**config.mk**
```make
export PLATFORM = sky130hd
export DESIGN_NAME = display_list_vertex_byte_inserter
export DESIGN_NICKNAME = d
export VERILOG_FILES = /design/src/hdl/dlvbi_pkg.sv /design/src/hdl/display_list_vertex_byte_inserter.sv /design/src/hdl/dlvbi_front.sv /design/src/hdl/dlvbi_queue.sv /design/src/hdl/dlvbi_back.sv
export VERILOG_INCLUDE_DIRS = /design/src /design/src/hdl
export SDC_FILE = /design/constraint.sdc
export NUM_CORES = 1
export LEC_CHECK = 0
export BUFFER_PORTS_ARGS = -buffer_cell sky130_fd_sc_hd__buf_4
export CORE_UTILIZATION = 30
export DETAILED_ROUTE_END_ITERATION = 10
export GPL_ROUTABILITY_DRIVEN = 0
export PLACE_DENSITY = 0.53
export SYNTH_ARGS = -nofsm -noshare
export SYNTH_HDL_FRONTEND = slang
export SYNTH_SLANG_ARGS = --single-unit
```
**constraint.sdc**
```tcl
create_clock -name clk -period 5.42 [get_ports clk]
set_clock_uncertainty 0.05 [all_clocks]
set_input_delay 0.271 -clock clk [delete_from_list [all_inputs] [get_ports clk]]
set_output_delay 0.271 -clock clk [all_outputs]
set_load 0.01 [all_outputs]
```
**src/hdl/display_list_vertex_byte_inserter_assert.svh**
```systemverilog
// Assertion macros shared by the display list vertex byte inserter modules.
// Each macro expands to one labeled concurrent assertion that is disabled
// while the asynchronous reset is active.
`ifndef DISPLAY_LIST_VERTEX_BYTE_INSERTER_ASSERT_SVH
`define DISPLAY_LIST_VERTEX_BYTE_INSERTER_ASSERT_SVH

// Plain property that must hold at every clock edge out of reset
`define DLV_ASSERT(lbl, clk, rstn, prop, msg) \
lbl: assert property (@(posedge clk) disable iff (!rstn) (prop)) else $error(msg);

// Implication checked in the same cycle
`define DLV_ASSERT_IMP(lbl, clk, rstn, ante, cons, msg) \
lbl: assert property (@(posedge clk) disable iff (!rstn) (ante) |-> (cons)) else $error(msg);

`endif

```
**src/hdl/dlvbi_pkg.sv**
```systemverilog
// ----------------------------------------------------------------------------
// dlvbi_pkg
// Shared types and constants of the display list vertex byte inserter.
// ----------------------------------------------------------------------------
package dlvbi_pkg;

	// Default output alignment in bytes
	localparam int ALIGN_BYTES_DEF = 32;

	// Register FIFO between parser and output sequencer
	localparam int QUEUE_DEPTH = 4;
	localparam int QUEUE_PTR_W = $clog2(QUEUE_DEPTH);
	localparam int QUEUE_CNT_W = $clog2(QUEUE_DEPTH + 1);

	// Register reset values
	localparam logic [7:0] STRIDE_RST = 8'd1;
	localparam logic [7:0] OFFSET_RST = 8'd0;
	localparam logic [7:0] BASE_RST   = 8'd0;
	localparam logic [7:0] FAN_RST    = 8'd160;
	localparam logic [7:0] STRIP_RST  = 8'd152;

	// Configuration register indexes
	typedef enum logic [2:0] {
		REG_STRIDE = 3'd0,
		REG_OFFSET = 3'd1,
		REG_BASE   = 3'd2,
		REG_FAN    = 3'd3,
		REG_STRIP  = 3'd4
	} cfg_reg_t;

	// Result kinds
	typedef enum logic [1:0] {
		KIND_DATA = 2'd0,
		KIND_PAD  = 2'd1,
		KIND_END  = 2'd2
	} kind_t;

	// Parser phases
	typedef enum logic [2:0] {
		PH_CMD    = 3'd0,
		PH_CNT_HI = 3'd1,
		PH_CNT_LO = 3'd2,
		PH_VTX    = 3'd3,
		PH_DONE   = 3'd4
	} phase_t;

	// One classified source item: up to two data bytes plus the end flag
	typedef struct packed {
		logic [7:0] b0;
		logic [7:0] b1;
		logic [1:0] cnt;
		logic       fin;
	} entry_t;

endpackage

```
**src/hdl/display_list_vertex_byte_inserter.sv**
```systemverilog
// ----------------------------------------------------------------------------
// display_list_vertex_byte_inserter
// Rewrites a display list byte stream, inserting one derived byte into each
// vertex of fan and strip draws and padding the list to the alignment.
// ----------------------------------------------------------------------------
// Channel  Direction  Handshake            Payload
// src      in         src_valid/src_stall  src_byte, src_final
// dst      out        dst_valid/dst_stall  dst_byte, byte_kind, dst_final
// cfg      in         cfg_valid/cfg_ready  cfg_index, cfg_data
//
// A source item is taken every cycle while the four-entry entry queue has room.
// Each item yields zero to two data results; the last item adds up to
// ALIGN_BYTES-1 padding results or one end marker.
// The output sequencer gives one result per cycle while dst_stall is low, so the sustained rate is
// set by the results per item draining through the output register.
// Reset clears parse state, queue and output; registers take reset values.
// dst_stall holds the output register; the parser stalls only on a full queue.
// ----------------------------------------------------------------------------
module display_list_vertex_byte_inserter #(
	parameter int ALIGN_BYTES = dlvbi_pkg::ALIGN_BYTES_DEF
) (
	input  logic        clk,
	input  logic        arst_n,
	input  logic        src_valid,
	output logic        src_stall,
	input  logic [7:0]  src_byte,
	input  logic        src_final,
	output logic        dst_valid,
	input  logic        dst_stall,
	output logic [7:0]  dst_byte,
	output logic [1:0]  byte_kind,
	output logic        dst_final,
	input  logic        cfg_valid,
	output logic        cfg_ready,
	input  logic [2:0]  cfg_index,
	input  logic [7:0]  cfg_data
);
	import dlvbi_pkg::*;

	entry_t wr_ent, head;
	logic   push, pop, empty, full, accept;

	assign cfg_ready = 1'b1;
	assign src_stall = full;
	assign accept    = src_valid && !full;

	dlvbi_front u_front (
		.clk       (clk),
		.arst_n    (arst_n),
		.cfg_valid (cfg_valid),
		.cfg_index (cfg_index),
		.cfg_data  (cfg_data),
		.accept    (accept),
		.src_byte  (src_byte),
		.src_final (src_final),
		.push      (push),
		.ent       (wr_ent)
	);

	dlvbi_queue u_queue (
		.clk    (clk),
		.arst_n (arst_n),
		.push   (push),
		.wr_ent (wr_ent),
		.pop    (pop),
		.head   (head),
		.empty  (empty),
		.full   (full)
	);

	dlvbi_back #(
		.ALIGN_BYTES (ALIGN_BYTES)
	) u_back (
		.clk       (clk),
		.arst_n    (arst_n),
		.head      (head),
		.empty     (empty),
		.pop       (pop),
		.dst_valid (dst_valid),
		.dst_stall (dst_stall),
		.dst_byte  (dst_byte),
		.byte_kind (byte_kind),
		.dst_final (dst_final)
	);

endmodule

```
**src/hdl/dlvbi_front.sv**
```systemverilog
// ----------------------------------------------------------------------------
// dlvbi_front
// Holds the registers, parses the source list and classifies each byte into
// a queue entry of zero to two data bytes plus the end-of-list flag.
// ----------------------------------------------------------------------------
module dlvbi_front (
	input  logic                clk,
	input  logic                arst_n,
	input  logic                cfg_valid,
	input  logic [2:0]          cfg_index,
	input  logic [7:0]          cfg_data,
	input  logic                accept,
	input  logic [7:0]          src_byte,
	input  logic                src_final,
	output logic                push,
	output dlvbi_pkg::entry_t   ent
);
	import dlvbi_pkg::*;

	logic [7:0]  stride_q, offset_q, base_q, fan_q, strip_q;
	phase_t      phase_q, phase_d;
	logic [15:0] vl_q, vl_d;
	logic [7:0]  hi_q, hi_d;
	logic [7:0]  idx_q, idx_d;
	logic [7:0]  first_q, first_d;
	logic [7:0]  stride, off, first_cur, ins, idx_inc;
	logic [15:0] vl_dec;

	// Configuration registers
	always_ff @(posedge clk or negedge arst_n) begin
		if (!arst_n) begin
			stride_q <= STRIDE_RST;
			offset_q <= OFFSET_RST;
			base_q   <= BASE_RST;
			fan_q    <= FAN_RST;
			strip_q  <= STRIP_RST;
		end else if (cfg_valid) begin
			unique case (cfg_reg_t'(cfg_index))
				REG_STRIDE: stride_q <= cfg_data;
				REG_OFFSET: offset_q <= cfg_data;
				REG_BASE:   base_q   <= cfg_data;
				REG_FAN:    fan_q    <= cfg_data;
				REG_STRIP:  strip_q  <= cfg_data;
				default: ;
			endcase
		end
	end

	// Parser state
	always_ff @(posedge clk or negedge arst_n) begin
		if (!arst_n) begin
			phase_q <= PH_CMD;
			vl_q    <= '0;
			hi_q    <= '0;
			idx_q   <= '0;
			first_q <= '0;
		end else if (accept) begin
			phase_q <= phase_d;
			vl_q    <= vl_d;
			hi_q    <= hi_d;
			idx_q   <= idx_d;
			first_q <= first_d;
		end
	end

	// Next state and entry
	always_comb begin
		stride    = (stride_q == 8'd0) ? 8'd1 : stride_q;
		off       = (offset_q > stride) ? stride : offset_q;
		first_cur = (idx_q == 8'd0) ? src_byte : first_q;
		ins       = base_q + first_cur;
		idx_inc   = idx_q + 8'd1;
		vl_dec    = vl_q - 16'd1;

		phase_d = phase_q;
		vl_d    = vl_q;
		hi_d    = hi_q;
		idx_d   = idx_q;
		first_d = first_q;
		ent     = '0;
		ent.fin = src_final;

		unique case (phase_q)
			PH_CMD: begin
				ent.b0  = src_byte;
				ent.cnt = 2'd1;
				phase_d = (src_byte == fan_q || src_byte == strip_q) ? PH_CNT_HI : PH_DONE;
			end
			PH_CNT_HI: begin
				ent.b0  = src_byte;
				ent.cnt = 2'd1;
				hi_d    = src_byte;
				phase_d = PH_CNT_LO;
			end
			PH_CNT_LO: begin
				ent.b0  = src_byte;
				ent.cnt = 2'd1;
				vl_d    = {hi_q, src_byte};
				idx_d   = '0;
				phase_d = ({hi_q, src_byte} != 16'd0) ? PH_VTX : PH_CMD;
			end
			PH_VTX: begin
				first_d = first_cur;
				// insertion ahead of this byte
				if (idx_q == off) begin
					ent.b0  = ins;
					ent.b1  = src_byte;
					ent.cnt = 2'd2;
				end else begin
					ent.b0  = src_byte;
					ent.cnt = 2'd1;
				end
				idx_d = idx_inc;
				// end of vertex, insertion after its last byte when saturated
				if (idx_inc >= stride) begin
					if (off == stride) begin
						ent.b1  = ins;
						ent.cnt = 2'd2;
					end
					idx_d = '0;
					vl_d  = vl_dec;
					if (vl_dec == 16'd0) begin
						phase_d = PH_CMD;
					end
				end
			end
			default: begin
				phase_d = PH_DONE;
			end
		endcase

		// end of list restarts parsing
		if (src_final) begin
			phase_d = PH_CMD;
			vl_d    = '0;
			hi_d    = '0;
			idx_d   = '0;
			first_d = '0;
		end
	end

	assign push = accept && (ent.cnt != 2'd0 || src_final);

endmodule

```
**src/hdl/dlvbi_queue.sv**
```systemverilog
// ----------------------------------------------------------------------------
// dlvbi_queue
// Small register FIFO of classified entries between parser and sequencer.
// ----------------------------------------------------------------------------
`include "display_list_vertex_byte_inserter_assert.svh"

module dlvbi_queue (
	input  logic               clk,
	input  logic               arst_n,
	input  logic               push,
	input  dlvbi_pkg::entry_t  wr_ent,
	input  logic               pop,
	output dlvbi_pkg::entry_t  head,
	output logic               empty,
	output logic               full
);
	import dlvbi_pkg::*;

	entry_t                   mem_q [QUEUE_DEPTH];
	logic [QUEUE_PTR_W-1:0]   wr_ptr_q, rd_ptr_q;
	logic [QUEUE_CNT_W-1:0]   cnt_q;

	// Entry storage
	always_ff @(posedge clk) begin
		if (push) begin
			mem_q[wr_ptr_q] <= wr_ent;
		end
	end

	// Pointers and fill count
	always_ff @(posedge clk or negedge arst_n) begin
		if (!arst_n) begin
			wr_ptr_q <= '0;
			rd_ptr_q <= '0;
			cnt_q    <= '0;
		end else begin
			if (push) begin
				wr_ptr_q <= wr_ptr_q + QUEUE_PTR_W'(1);
			end
			if (pop) begin
				rd_ptr_q <= rd_ptr_q + QUEUE_PTR_W'(1);
			end
			if (push && !pop) begin
				cnt_q <= cnt_q + QUEUE_CNT_W'(1);
			end else if (pop && !push) begin
				cnt_q <= cnt_q - QUEUE_CNT_W'(1);
			end
		end
	end

	assign head  = mem_q[rd_ptr_q];
	assign empty = (cnt_q == '0);
	assign full  = (cnt_q == QUEUE_CNT_W'(QUEUE_DEPTH));

	`DLV_ASSERT_IMP(a_no_overflow, clk, arst_n, push, !full || pop, "push into full queue")
	`DLV_ASSERT_IMP(a_no_underflow, clk, arst_n, pop, !empty, "pop from empty queue")

endmodule

```
**src/hdl/dlvbi_back.sv**
```systemverilog
// ----------------------------------------------------------------------------
// dlvbi_back
// Expands queue entries into single results: data bytes, alignment padding
// at the end of the list, or an end marker, through one output register.
// ----------------------------------------------------------------------------
`include "display_list_vertex_byte_inserter_assert.svh"

module dlvbi_back #(
	parameter int ALIGN_BYTES = dlvbi_pkg::ALIGN_BYTES_DEF
) (
	input  logic               clk,
	input  logic               arst_n,
	input  dlvbi_pkg::entry_t  head,
	input  logic               empty,
	output logic               pop,
	output logic               dst_valid,
	input  logic               dst_stall,
	output logic [7:0]         dst_byte,
	output logic [1:0]         byte_kind,
	output logic               dst_final
);
	import dlvbi_pkg::*;

	localparam int MOD_W = (ALIGN_BYTES > 1) ? $clog2(ALIGN_BYTES) : 1;
	localparam logic [MOD_W-1:0] MOD_LAST = MOD_W'(ALIGN_BYTES - 1);

	logic              out_valid_q;
	logic [7:0]        out_byte_q;
	kind_t             out_kind_q;
	logic              out_final_q;
	logic [MOD_W-1:0]  mod_q, mod_d, mod_inc;
	logic              pos_q, pos_d;
	logic              pad_q, pad_d;
	logic              load, emit;
	logic [7:0]        nxt_byte;
	kind_t             nxt_kind;
	logic              nxt_final;
	logic              last_data;

	assign load    = !out_valid_q || !dst_stall;
	assign emit    = load && !empty;
	assign mod_inc = (mod_q == MOD_LAST) ? '0 : mod_q + MOD_W'(1);

	// Pick the next result of the head entry
	always_comb begin
		nxt_byte  = '0;
		nxt_kind  = KIND_DATA;
		nxt_final = 1'b0;
		mod_d     = mod_q;
		pos_d     = pos_q;
		pad_d     = pad_q;
		pop       = 1'b0;
		last_data = ({1'b0, pos_q} + 2'd1) == head.cnt;
		if (!pad_q && ({1'b0, pos_q} < head.cnt)) begin
			// data byte
			nxt_byte = pos_q ? head.b1 : head.b0;
			mod_d    = mod_inc;
			if (last_data) begin
				pos_d = 1'b0;
				if (head.fin && mod_inc != '0) begin
					pad_d = 1'b1;
				end else begin
					nxt_final = head.fin;
					pop       = emit;
				end
			end else begin
				pos_d = 1'b1;
			end
		end else if (mod_q != '0) begin
			// padding up to alignment
			nxt_kind = KIND_PAD;
			mod_d    = mod_inc;
			if (mod_inc == '0) begin
				nxt_final = 1'b1;
				pad_d     = 1'b0;
				pos_d     = 1'b0;
				pop       = emit;
			end
		end else begin
			// nothing emitted for this list end
			nxt_kind  = KIND_END;
			nxt_final = 1'b1;
			pad_d     = 1'b0;
			pos_d     = 1'b0;
			pop       = emit;
		end
	end

	// Sequencer state
	always_ff @(posedge clk or negedge arst_n) begin
		if (!arst_n) begin
			mod_q <= '0;
			pos_q <= 1'b0;
			pad_q <= 1'b0;
		end else if (emit) begin
			mod_q <= mod_d;
			pos_q <= pos_d;
			pad_q <= pad_d;
		end
	end

	// Output register
	always_ff @(posedge clk or negedge arst_n) begin
		if (!arst_n) begin
			out_valid_q <= 1'b0;
		end else if (load) begin
			out_valid_q <= !empty;
		end
	end

	always_ff @(posedge clk) begin
		if (emit) begin
			out_byte_q  <= nxt_byte;
			out_kind_q  <= nxt_kind;
			out_final_q <= nxt_final;
		end
	end

	assign dst_valid = out_valid_q;
	assign dst_byte  = out_byte_q;
	assign byte_kind = out_kind_q;
	assign dst_final = out_final_q;

	`DLV_ASSERT_IMP(a_pad_needs_mod, clk, arst_n, pad_q, mod_q != '0, "padding with aligned count")
	`DLV_ASSERT_IMP(a_end_is_final, clk, arst_n, out_valid_q && out_kind_q == KIND_END, out_final_q && out_byte_q == 8'd0, "end marker not final")

endmodule

```
== Word-level counts from Yosys, hierarchy flattened ==
Memories as Yosys holds them, arrays and structs flattened.
Cells that the tools add are included.
Storage, ports and cells
  register bits after elaboration: 109
  memory bits (writable): 76
  logic and storage cells: 152
  memories: 1
Memory list
  u_queue.mem_q: depth 4, bits a word 19, rd ports 1, clocked after memory_dff 0, write ports 1, RTL line dlvbi_queue.sv:19  | entry_t mem_q [QUEUE_DEPTH];
Cells by class
  add/sub/neg operators: 9
  $lt $le $gt $ge: 3
  equal/unequal tests: 19
  muxes and demuxes: 53
  reductions and logical operators: 47
Operator list (number)
  two-way mux 8 bit: 13
  == test 8 bit: 4
  two-way mux 16 bit: 2
  one-hot mux 16 bit (2 select lines): 1
  one-hot mux 8 bit (2 select lines): 2
  two-way mux 10 bit: 2
  AND reduction 2 bit: 10
  two-way mux 1 bit: 19
  two-way mux 3 bit: 6
  zero test 16 bit: 1
  zero test 8 bit: 2
  nonzero test 16 bit: 1
  subtractor 16 x 1 -> 16 bit (second input constant): 1
  two-way mux 5 bit: 3
  == test 3 x 2 -> 1 bit (second input constant): 4
  one-hot mux 3 bit (4 select lines): 1
  nonzero test 2 bit: 5
  nonzero test 5 bit: 2
  zero test 3 bit: 3
  != test 3 x 2 -> 1 bit (second input constant): 3
  adder 8 x 1 -> 8 bit (second input constant): 1
  adder 8 bit: 1
  greater-or-equal comparator 8 bit: 1
  greater-than comparator 8 bit: 1
  22 further kinds: 42

== Longest topological paths before layout ==
Gate-level depths: netlist of run 1.
  depth in word-level cells: 16
  mapped depth: 15
  gate-level depth less buffers: 14

== Modules after synthesis ==
A second synthesis of run 1 with hierarchy kept.
Unflattened totals
  cells, all modules: 862
  area, all modules: 9885.7 µm²
By module, submodules not included
  dlvbi_front: instances 1, cells an instance 633, area each 5679.2 µm²
  dlvbi_queue: instances 1, cells an instance 133, area each 3136.8 µm²
  dlvbi_back: instances 1, cells an instance 93, area each 1044.8 µm²
  display_list_vertex_byte_inserter: instances 1, cells an instance 3, area each 25.0 µm²

== Worst setup path after synthesis of run 1 ==
OpenSTA, ideal clock, no wires.
  path type: register to register
  from: register u_front.idx_q[0]
  to: memory u_queue.mem_q[0][17] (netlist bit), data pin
  arrival: 3334 ps
  slack: 1851 ps
  stages on the path, launching flop included: 15
  path buffers: 0
  cell sequence: dfrtp_1 > inv_1 > ha_1 > nor4b_2 > nand2_1 > mux2_2 > ha_1 > inv_1 > fa_1 > nor2b_1 > o31a_1 > or4_1 > o311a_2 > a211o_2 > o22ai_1
RTL lines
  from (decl): RTL line dlvbi_front.sv:24  | logic [7:0] idx_q, idx_d;
  from (signal assigned): RTL line dlvbi_front.sv:61  | idx_q <= idx_d;
  to (decl): RTL line dlvbi_queue.sv:19

==> out/qor.txt, run 1 <==
Status = finished clean
Synth cell types = 74
Fin. max-slew vios = 0
Final instance area = 11200 um2
Dpl hpwl = 16600 um
Post-synth EDFFs = 87
TritonCTS Buffers = 17
Port bufs = 37
Bufs on Longest Clock Path = 2
DR iter-0 viols = 441
Core Footprint = 32500 um2
Initial Utilization = 30.4%
Setup CP Type = register to register
Core Util, Final = 34.4%
CTS tree = yes
Final layout net count = 959
Gate Count Post-Synth = 872
Post-Syn Nets = 936
Post-synth top cells = dfrtp_1, nand2_1, edfxtp_1
Worst Hold Class = input port to register
Sequential fraction of the synthesis area = 51.5%
Mapped Avg Cell Area = 11.3 um2
Vias/cell = 4.99
Least-Margin Pin Slew = 1.10 ns
Cell with the most instances after synthesis = dfrtp_1
Final WL = 23600 um
CTS Sinks = 185
I/O Pins = 39
Clock period minus worst slack = 4.15 ns
Crit. End Element = register
Die Ht = 183 um
Row cnt = 66
Slew headroom = 26.3%
Yosys warnings = 0
Cell taking the most area after synthesis = edfxtp_1
Ys async rst share = 53.0%
Share of layout cells above drive strength 1 = 18.0%
Post-synth top flop = dfrtp_1
Routed WL per cell = 17.5 um
Resized Gates After CTS = 0
Full die area = 33600 um2
Crit path DAT = 4.34 ns
Number of global-route vias before repair = 6632
Post-place instance area = 10600 um2
Post-DRT Antenna Nets = 0
Worst Setup Start Kind = register
Final setup TNS = 0 ns
# diodes = 0
Worst path required time = 5.61 ns
Peak supply drop = 248 uV
Cell Area, Synth = 9860 um2
Pwr/cell area = 440 nW/um2
Via count = 6730
DRC violations left = 0
Area grow syn2layout = 13.3%
Width of the chip = 183 um
Global Route Usage Sum = 14.8%
FMAX = 0.241 GHz
H-tree depth = 4
First-pass GRT wire length = 37800 um
# Max-Cap Violations = 0
Clock root buffer = clkbuf_16
RSZ-0062 raised after global routing = no
Yosys top cell area share = 26.5%
Antenna violations before repair = 0
Final Cycle Share = 76.6%
Clock slew at reported path FFs = 0.07 ns
Final hold vios = 0
Top cells by area, synth = edfxtp_1, dfrtp_1, ha_1
Worst-path maximum fanout = 8
Pre-antenna DRT Iters = 4
Synth Register Bits = 185
Worst-Skew Late Latency = 0.45 ns
Largest net degree at the start of global routing = 55
Total congestion overflow = 0
Final setup fails = 0
P_leak = 4.25 nW
Filler cell count = 3226
-- sequential cells by signal, indices dropped and copies added, names as in the netlist, 2 cells and up --
name and flops:
u_queue.wr_ptr_q 2, u_front.first_q 8, u_front.strip_q 8, u_queue.cnt_q 3, u_back.byte_kind 2, u_front.idx_q 8
u_back.dst_byte 8, u_front.stride_q 8, u_queue.rd_ptr_q 2, u_back.mod_q 5, u_front.fan_q 8, u_queue.mem_q 76
u_front.hi_q 8, u_front.vl_q 16, u_front.phase_q 3, u_front.base_q 8, u_front.offset_q 8
-- stage by stage --
step / hold WS [ns] / setup WS [ns] / instances / power [mW]
after global routing: 0.0494 / 0.945 / 1350 / 5.23
final: 0.0404 / 1.27 / 1350 / 4.91
after CTS: 0.0306 / 1.33 / 1350 / 4.96
after floorplan: -0.0746 / 1.85 / 872 / 3.24
after detailed placement: 0.341 / 1.36 / 1316 / 3.71
after global placement: 0.372 / 1.49 / 1316 / 3.69
-- logic make-up after synthesis --
logic type                 Yosys count  synth area share (%)
AOI/OAI and AO/OA                  189                  12.5
xor gates and xnor gates            58                  5.15
adders and majority gates           39                  5.10
buffers and inverters               82                  3.31
DFF                                185                  51.5
muxes                               63                  9.36
other                                1                0.0380
and+or+nand+nor                    255                  13.0
-- cell type report --
type	instances	area, um2	share of cell area (%)
Tap cell	442	553	4.95
Clock buffer	18	439	3.93
Inverter	38	143	1.28
Sequential cell	185	5070	45.4
Clock inverter	14	139	1.24
Multi-Input combinational cell	605	4460	39.9
Timing Repair Buffer	48	365	3.27
-- routing by layer --
metal / routed length, um / global-route usage (%) / part of all wire, %
met5: 0 / 0 / 0
met1: 11800 / 21.2 / 50
met2: 10500 / 22.5 / 44
met4: 323 / 4.50 / 1.4
met3: 933 / 2.74 / 4.0
-- where the power goes --
part / total [mW] / switching [mW] / internal (mW) / leakage (nW)
Clock: 1.23 / 0.576 / 0.656 / 0.281
Combinational: 1.56 / 0.869 / 0.690 / 1.92
Sequential: 2.12 / 0.286 / 1.84 / 2.05
Total: 4.91 / 1.73 / 3.18 / 4.25
-- cell usage in the layout, fill, tap and decap left out, types with 8 or more instances in the layout --
| cell type | n |
|---|---|
| mux4_2 | 19 |
| nand2b_1 | 9 |
| xnor2_1 | 45 |
| dfrtp_1 | 92 |
| o22ai_1 | 8 |
| buf_4 | 46 |
| inv_1 | 37 |
| mux2_2 | 39 |
| xor2_1 | 13 |
| nand3_1 | 14 |
| a21oi_1 | 43 |
| nand4_1 | 15 |
| ha_1 | 37 |
| nor2_1 | 50 |
| o21ai_0 | 65 |
| nand2_1 | 88 |
| nor4_1 | 10 |
| clkbuf_16 | 17 |
| edfxtp_1 | 87 |
| nor2b_1 | 8 |
| nor3_1 | 20 |
-- final timing paths --
| check | end | slack, ns | depth (start not counted) | start |
|---|---|---|---|---|
| max in group asynchronous | u_front.first_q[5]$_DFFE_PN0P_ | 3.79 | 3 | arst_n |
| worst min-delay path | u_front.stride_q[4]$_DFFE_PN0P_ | 0.04 | 3 | cfg_data[4] |
| worst max register to register | u_queue.mem_q[1][17]$_DFFE_PP_ | 1.27 | 14 | u_front.idx_q[0]$_DFFE_PN0P_ |
| worst min register to register | u_queue.cnt_q[2]$_DFFE_PN0P_ | 0.44 | 1 | u_queue.cnt_q[2]$_DFFE_PN0P_ |
| worst max-delay path | u_queue.mem_q[1][17]$_DFFE_PP_ | 1.27 | 14 | u_front.idx_q[0]$_DFFE_PN0P_ |
| min in group asynchronous | u_back.pos_q$_DFFE_PN0P_ | 0.43 | 2 | arst_n |
-- repair_timing --
action,in CTS,in global routing
endpoints found under the hold margin,51,0
hold buffers,2,0
setup buffers,0,0
-- critical path, stage by stage (launching register included) --
cell     delay (ns)
dfrtp_1        0.46
inv_1          0.15
ha_1           0.16
nor4b_2        0.43
nand2_1        0.39
mux2_2         0.39
ha_1           0.20
inv_1          0.07
fa_1           0.20
nor2b_1        0.07
o31a_1         0.26
or4_1          0.41
o311a_2        0.16
a211o_2        0.27
o22ai_1        0.27
Note: power is estimated with default switching activity, not from simulation.
==> run 2, diff against run 1 <==
ABC_AREA = 1   (was default)
clock period = 3.85 ns   (was 5.42 ns; I/O delays follow)
==> run 2 against run 1 <==
Against the previous run:
- largest cell class unchanged
- highest routed layer unchanged
- via count is 16% higher
- combinational power rose by 84%
- die area grew 1.1%
- critical path type unchanged
==> out/qor.txt, run 2 <==
Status = finished clean
Pint = 4.57 mW
Worst-Skew Late Latency = 0.44 ns
Peak supply drop = 348 uV
# diodes = 0
Final Cycle Share = 88.2%
Least-Margin Pin Slew = 0.821 ns
Post-synth EDFFs = 87
Share of layout cells above drive strength 1 = 11.2%
Pre-antenna DRT Iters = 5
Crit path DAT = 3.61 ns
Largest register FFs = 76
Post-Syn Nets = 1208
Core Util, Final = 34.9%
Port bufs = 37
H-tree depth = 4
TritonCTS Buffers = 17
Synth cell types = 44
Critical R2R Launch = u_front.stride_q[5]$_DFFE_PN0P_
Crit. End Element = register
Clock root buffer = clkbuf_16
Initial Utilization = 30.6%
Cell with the most instances after synthesis = nand2_1
Width of the chip = 184 um
Post-synth top cells = nand2_1, o21ai_0, inv_1
CTS Sinks = 185
Final layout net count = 1247
Full die area = 34000 um2
Worst-path maximum fanout = 27
FMAX = 0.294 GHz
Synth Register Bits = 185
Fin. max-slew vios = 0
Post-DRT Antenna Nets = 0
Slew headroom = 45.2%
Final setup fails = 0
DR iter-0 viols = 659
Worst Setup Start Kind = register
Setup WS post-layout = 0.453 ns
Net Sw Frac = 39.7%
Final setup TNS = 0 ns
Post-synth top flop = dfrtp_1
CTS tree = yes
P_leak = 4.92 nW
Sw power = 3.00 mW
I/O Pins = 39
Global Route Usage Sum = 15.6%
Commonest non-fill, non-tap cells in the layout = nand2_1, o21ai_0, inv_1
Min Hold Slack = 0.0227 ns
Number of global-route vias before repair = 7539
Final hold vios = 0
Worst path required time = 4.06 ns
# Max-Cap Violations = 0
First-pass GRT wire length = 41200 um
Hold Path Origin = src_byte[3]
Area grow syn2layout = 14.2%
Post-Place Setup Slack = 0.384 ns
Most flops, register = u_queue.mem_q
Vias/cell = 4.76
Via count = 7801
Commonest non-fill, non-tap cell in the layout = nand2_1
Mapped Avg Cell Area = 8.71 um2
Clock period minus worst slack = 3.40 ns
Ys async rst share = 53.0%
Top cells by area, synth = edfxtp_1, dfrtp_1, nand2_1
Largest net degree at the start of global routing = 57
Cell taking the most area after synthesis = edfxtp_1
Total congestion overflow = 0
Reg power frac = 39.4%
Core Footprint = 32600 um2
Row cnt = 66
Clock share of power = 22.8%
Setup CP Type = register to register
Routed WL per cell = 15.3 um
Pwr/cell area = 665 nW/um2
Clock slew at reported path FFs = 0.07 ns
CP startpoint = u_front.stride_q[5]$_DFFE_PN0P_
Gate power share = 37.9%
Gate Count Post-Synth = 1144
DRC violations left = 0
Postcts setup bufs = 0
Antenna violations before repair = 0
Bufs on Longest Clock Path = 2
Worst Hold Class = input port to register
Yosys top cell area share = 26.2%
Biggest regs = u_queue.mem_q: 76 flops, u_front.vl_q: 16 flops
Sequential fraction of the synthesis area = 50.9%
Final WL = 25000 um
RSZ-0062 raised after global routing = no
Cell Area, Synth = 9970 um2
Die Ht = 184 um
Dpl hpwl = 17700 um
Yosys warnings = 0
run 2: per-stage QoR:
step | instance area [um2] | power (mW) | cells
finish | 11400 | 7.57 | 1638
global route | 11400 | 8.17 | 1638
CTS | 11400 | 7.65 | 1638
detailed placement | 10800 | 5.89 | 1601
global placement | 10800 | 5.85 | 1601
floorplan | 9970 | 5.02 | 1144
run 2: layer usage:
layer	part of all wire, %	GRT usage, %	vias up
li1	-	-	3917
met1	50	21.8	3702
met2	46	25.1	163
met3	3.4	2.37	19
met4	1.1	3.83	0
met5	0	0	-
run 2: kinds of logic (layout without fill, tap and decap cells):
kind of cell / after synthesis / in the layout / synth area share [%]
DFF: 185 / 185 / 50.9
muxes: 1 / 1 / 0.113
and+or+nand+nor: 515 / 515 / 23.0
xor gates and xnor gates: 39 / 39 / 3.43
adders and majority gates: 39 / 39 / 5.05
other: 1 / 1 / 0.0376
buffers and inverters: 154 / 206 / 6.25
AOI/OAI and AO/OA: 210 / 210 / 11.2
run 2: worst max-delay path, cell delays in order (launching register included):
cell	delay (ns)
dfrtp_1	0.40
inv_1	0.17
nand4_1	0.12
nor2_1	0.13
nor2_2	0.06
inv_1	0.10
ha_1	0.15
inv_1	0.04
nand2_1	0.04
nand2_1	0.05
nand2_1	0.05
nand2_1	0.04
nand2_1	0.06
nand2_2	0.19
nand2_8	0.24
nand2_1	0.10
nand2_1	0.07
nand2_1	0.05
nand2_1	0.05
nand2_1	0.09
nor2_4	0.32
nand2_2	0.22
nand2_2	0.12
nand2_2	0.07
nor2_1	0.22
run 2: power by group through the flow:
stage | Combinational [mW] | Sequential (mW) | Clock (mW)
2_1_floorplan | 2.10 | 2.93 | 0
3_3_place_gp | 2.84 | 3.01 | 0
3_5_place_dp | 2.87 | 3.02 | 0
4_1_cts | 2.90 | 2.98 | 1.77
5_1_grt | 3.28 | 3.04 | 1.85
6_report | 2.87 | 2.98 | 1.72
run 2: worst paths after layout:
kind | to | slack (ns) | cells after the start
max in group asynchronous | u_front.fan_q[5]$_DFFE_PN1P_ | 2.51 | 3
worst max register to register | u_queue.mem_q[1][4]$_DFFE_PP_ | 0.45 | 24
worst max-delay path | u_queue.mem_q[1][4]$_DFFE_PP_ | 0.45 | 24
worst min register to register | u_back.pad_q$_DFFE_PN0P_ | 0.45 | 2
min in group asynchronous | u_back.mod_q[3]$_DFFE_PN0P_ | 0.32 | 2
worst min-delay path | u_front.hi_q[3]$_DFFE_PN0P_ | 0.02 | 3
run 2: layout make-up:
class | instances | area, um2
clock buffer | 18 | 429
clock inverter | 14 | 140
fill | 3372 | 21200
inverter | 111 | 417
multi-input combinational | 805 | 4280
sequential | 185 | 5070
tap | 442 | 553
timing repair buffer | 63 | 485
run 2: repair_timing:
action,CTS,global route
hold buffers,5,0
endpoints found under the setup margin,0,12
hold endpoints to repair,61,0
resized for setup,0,1
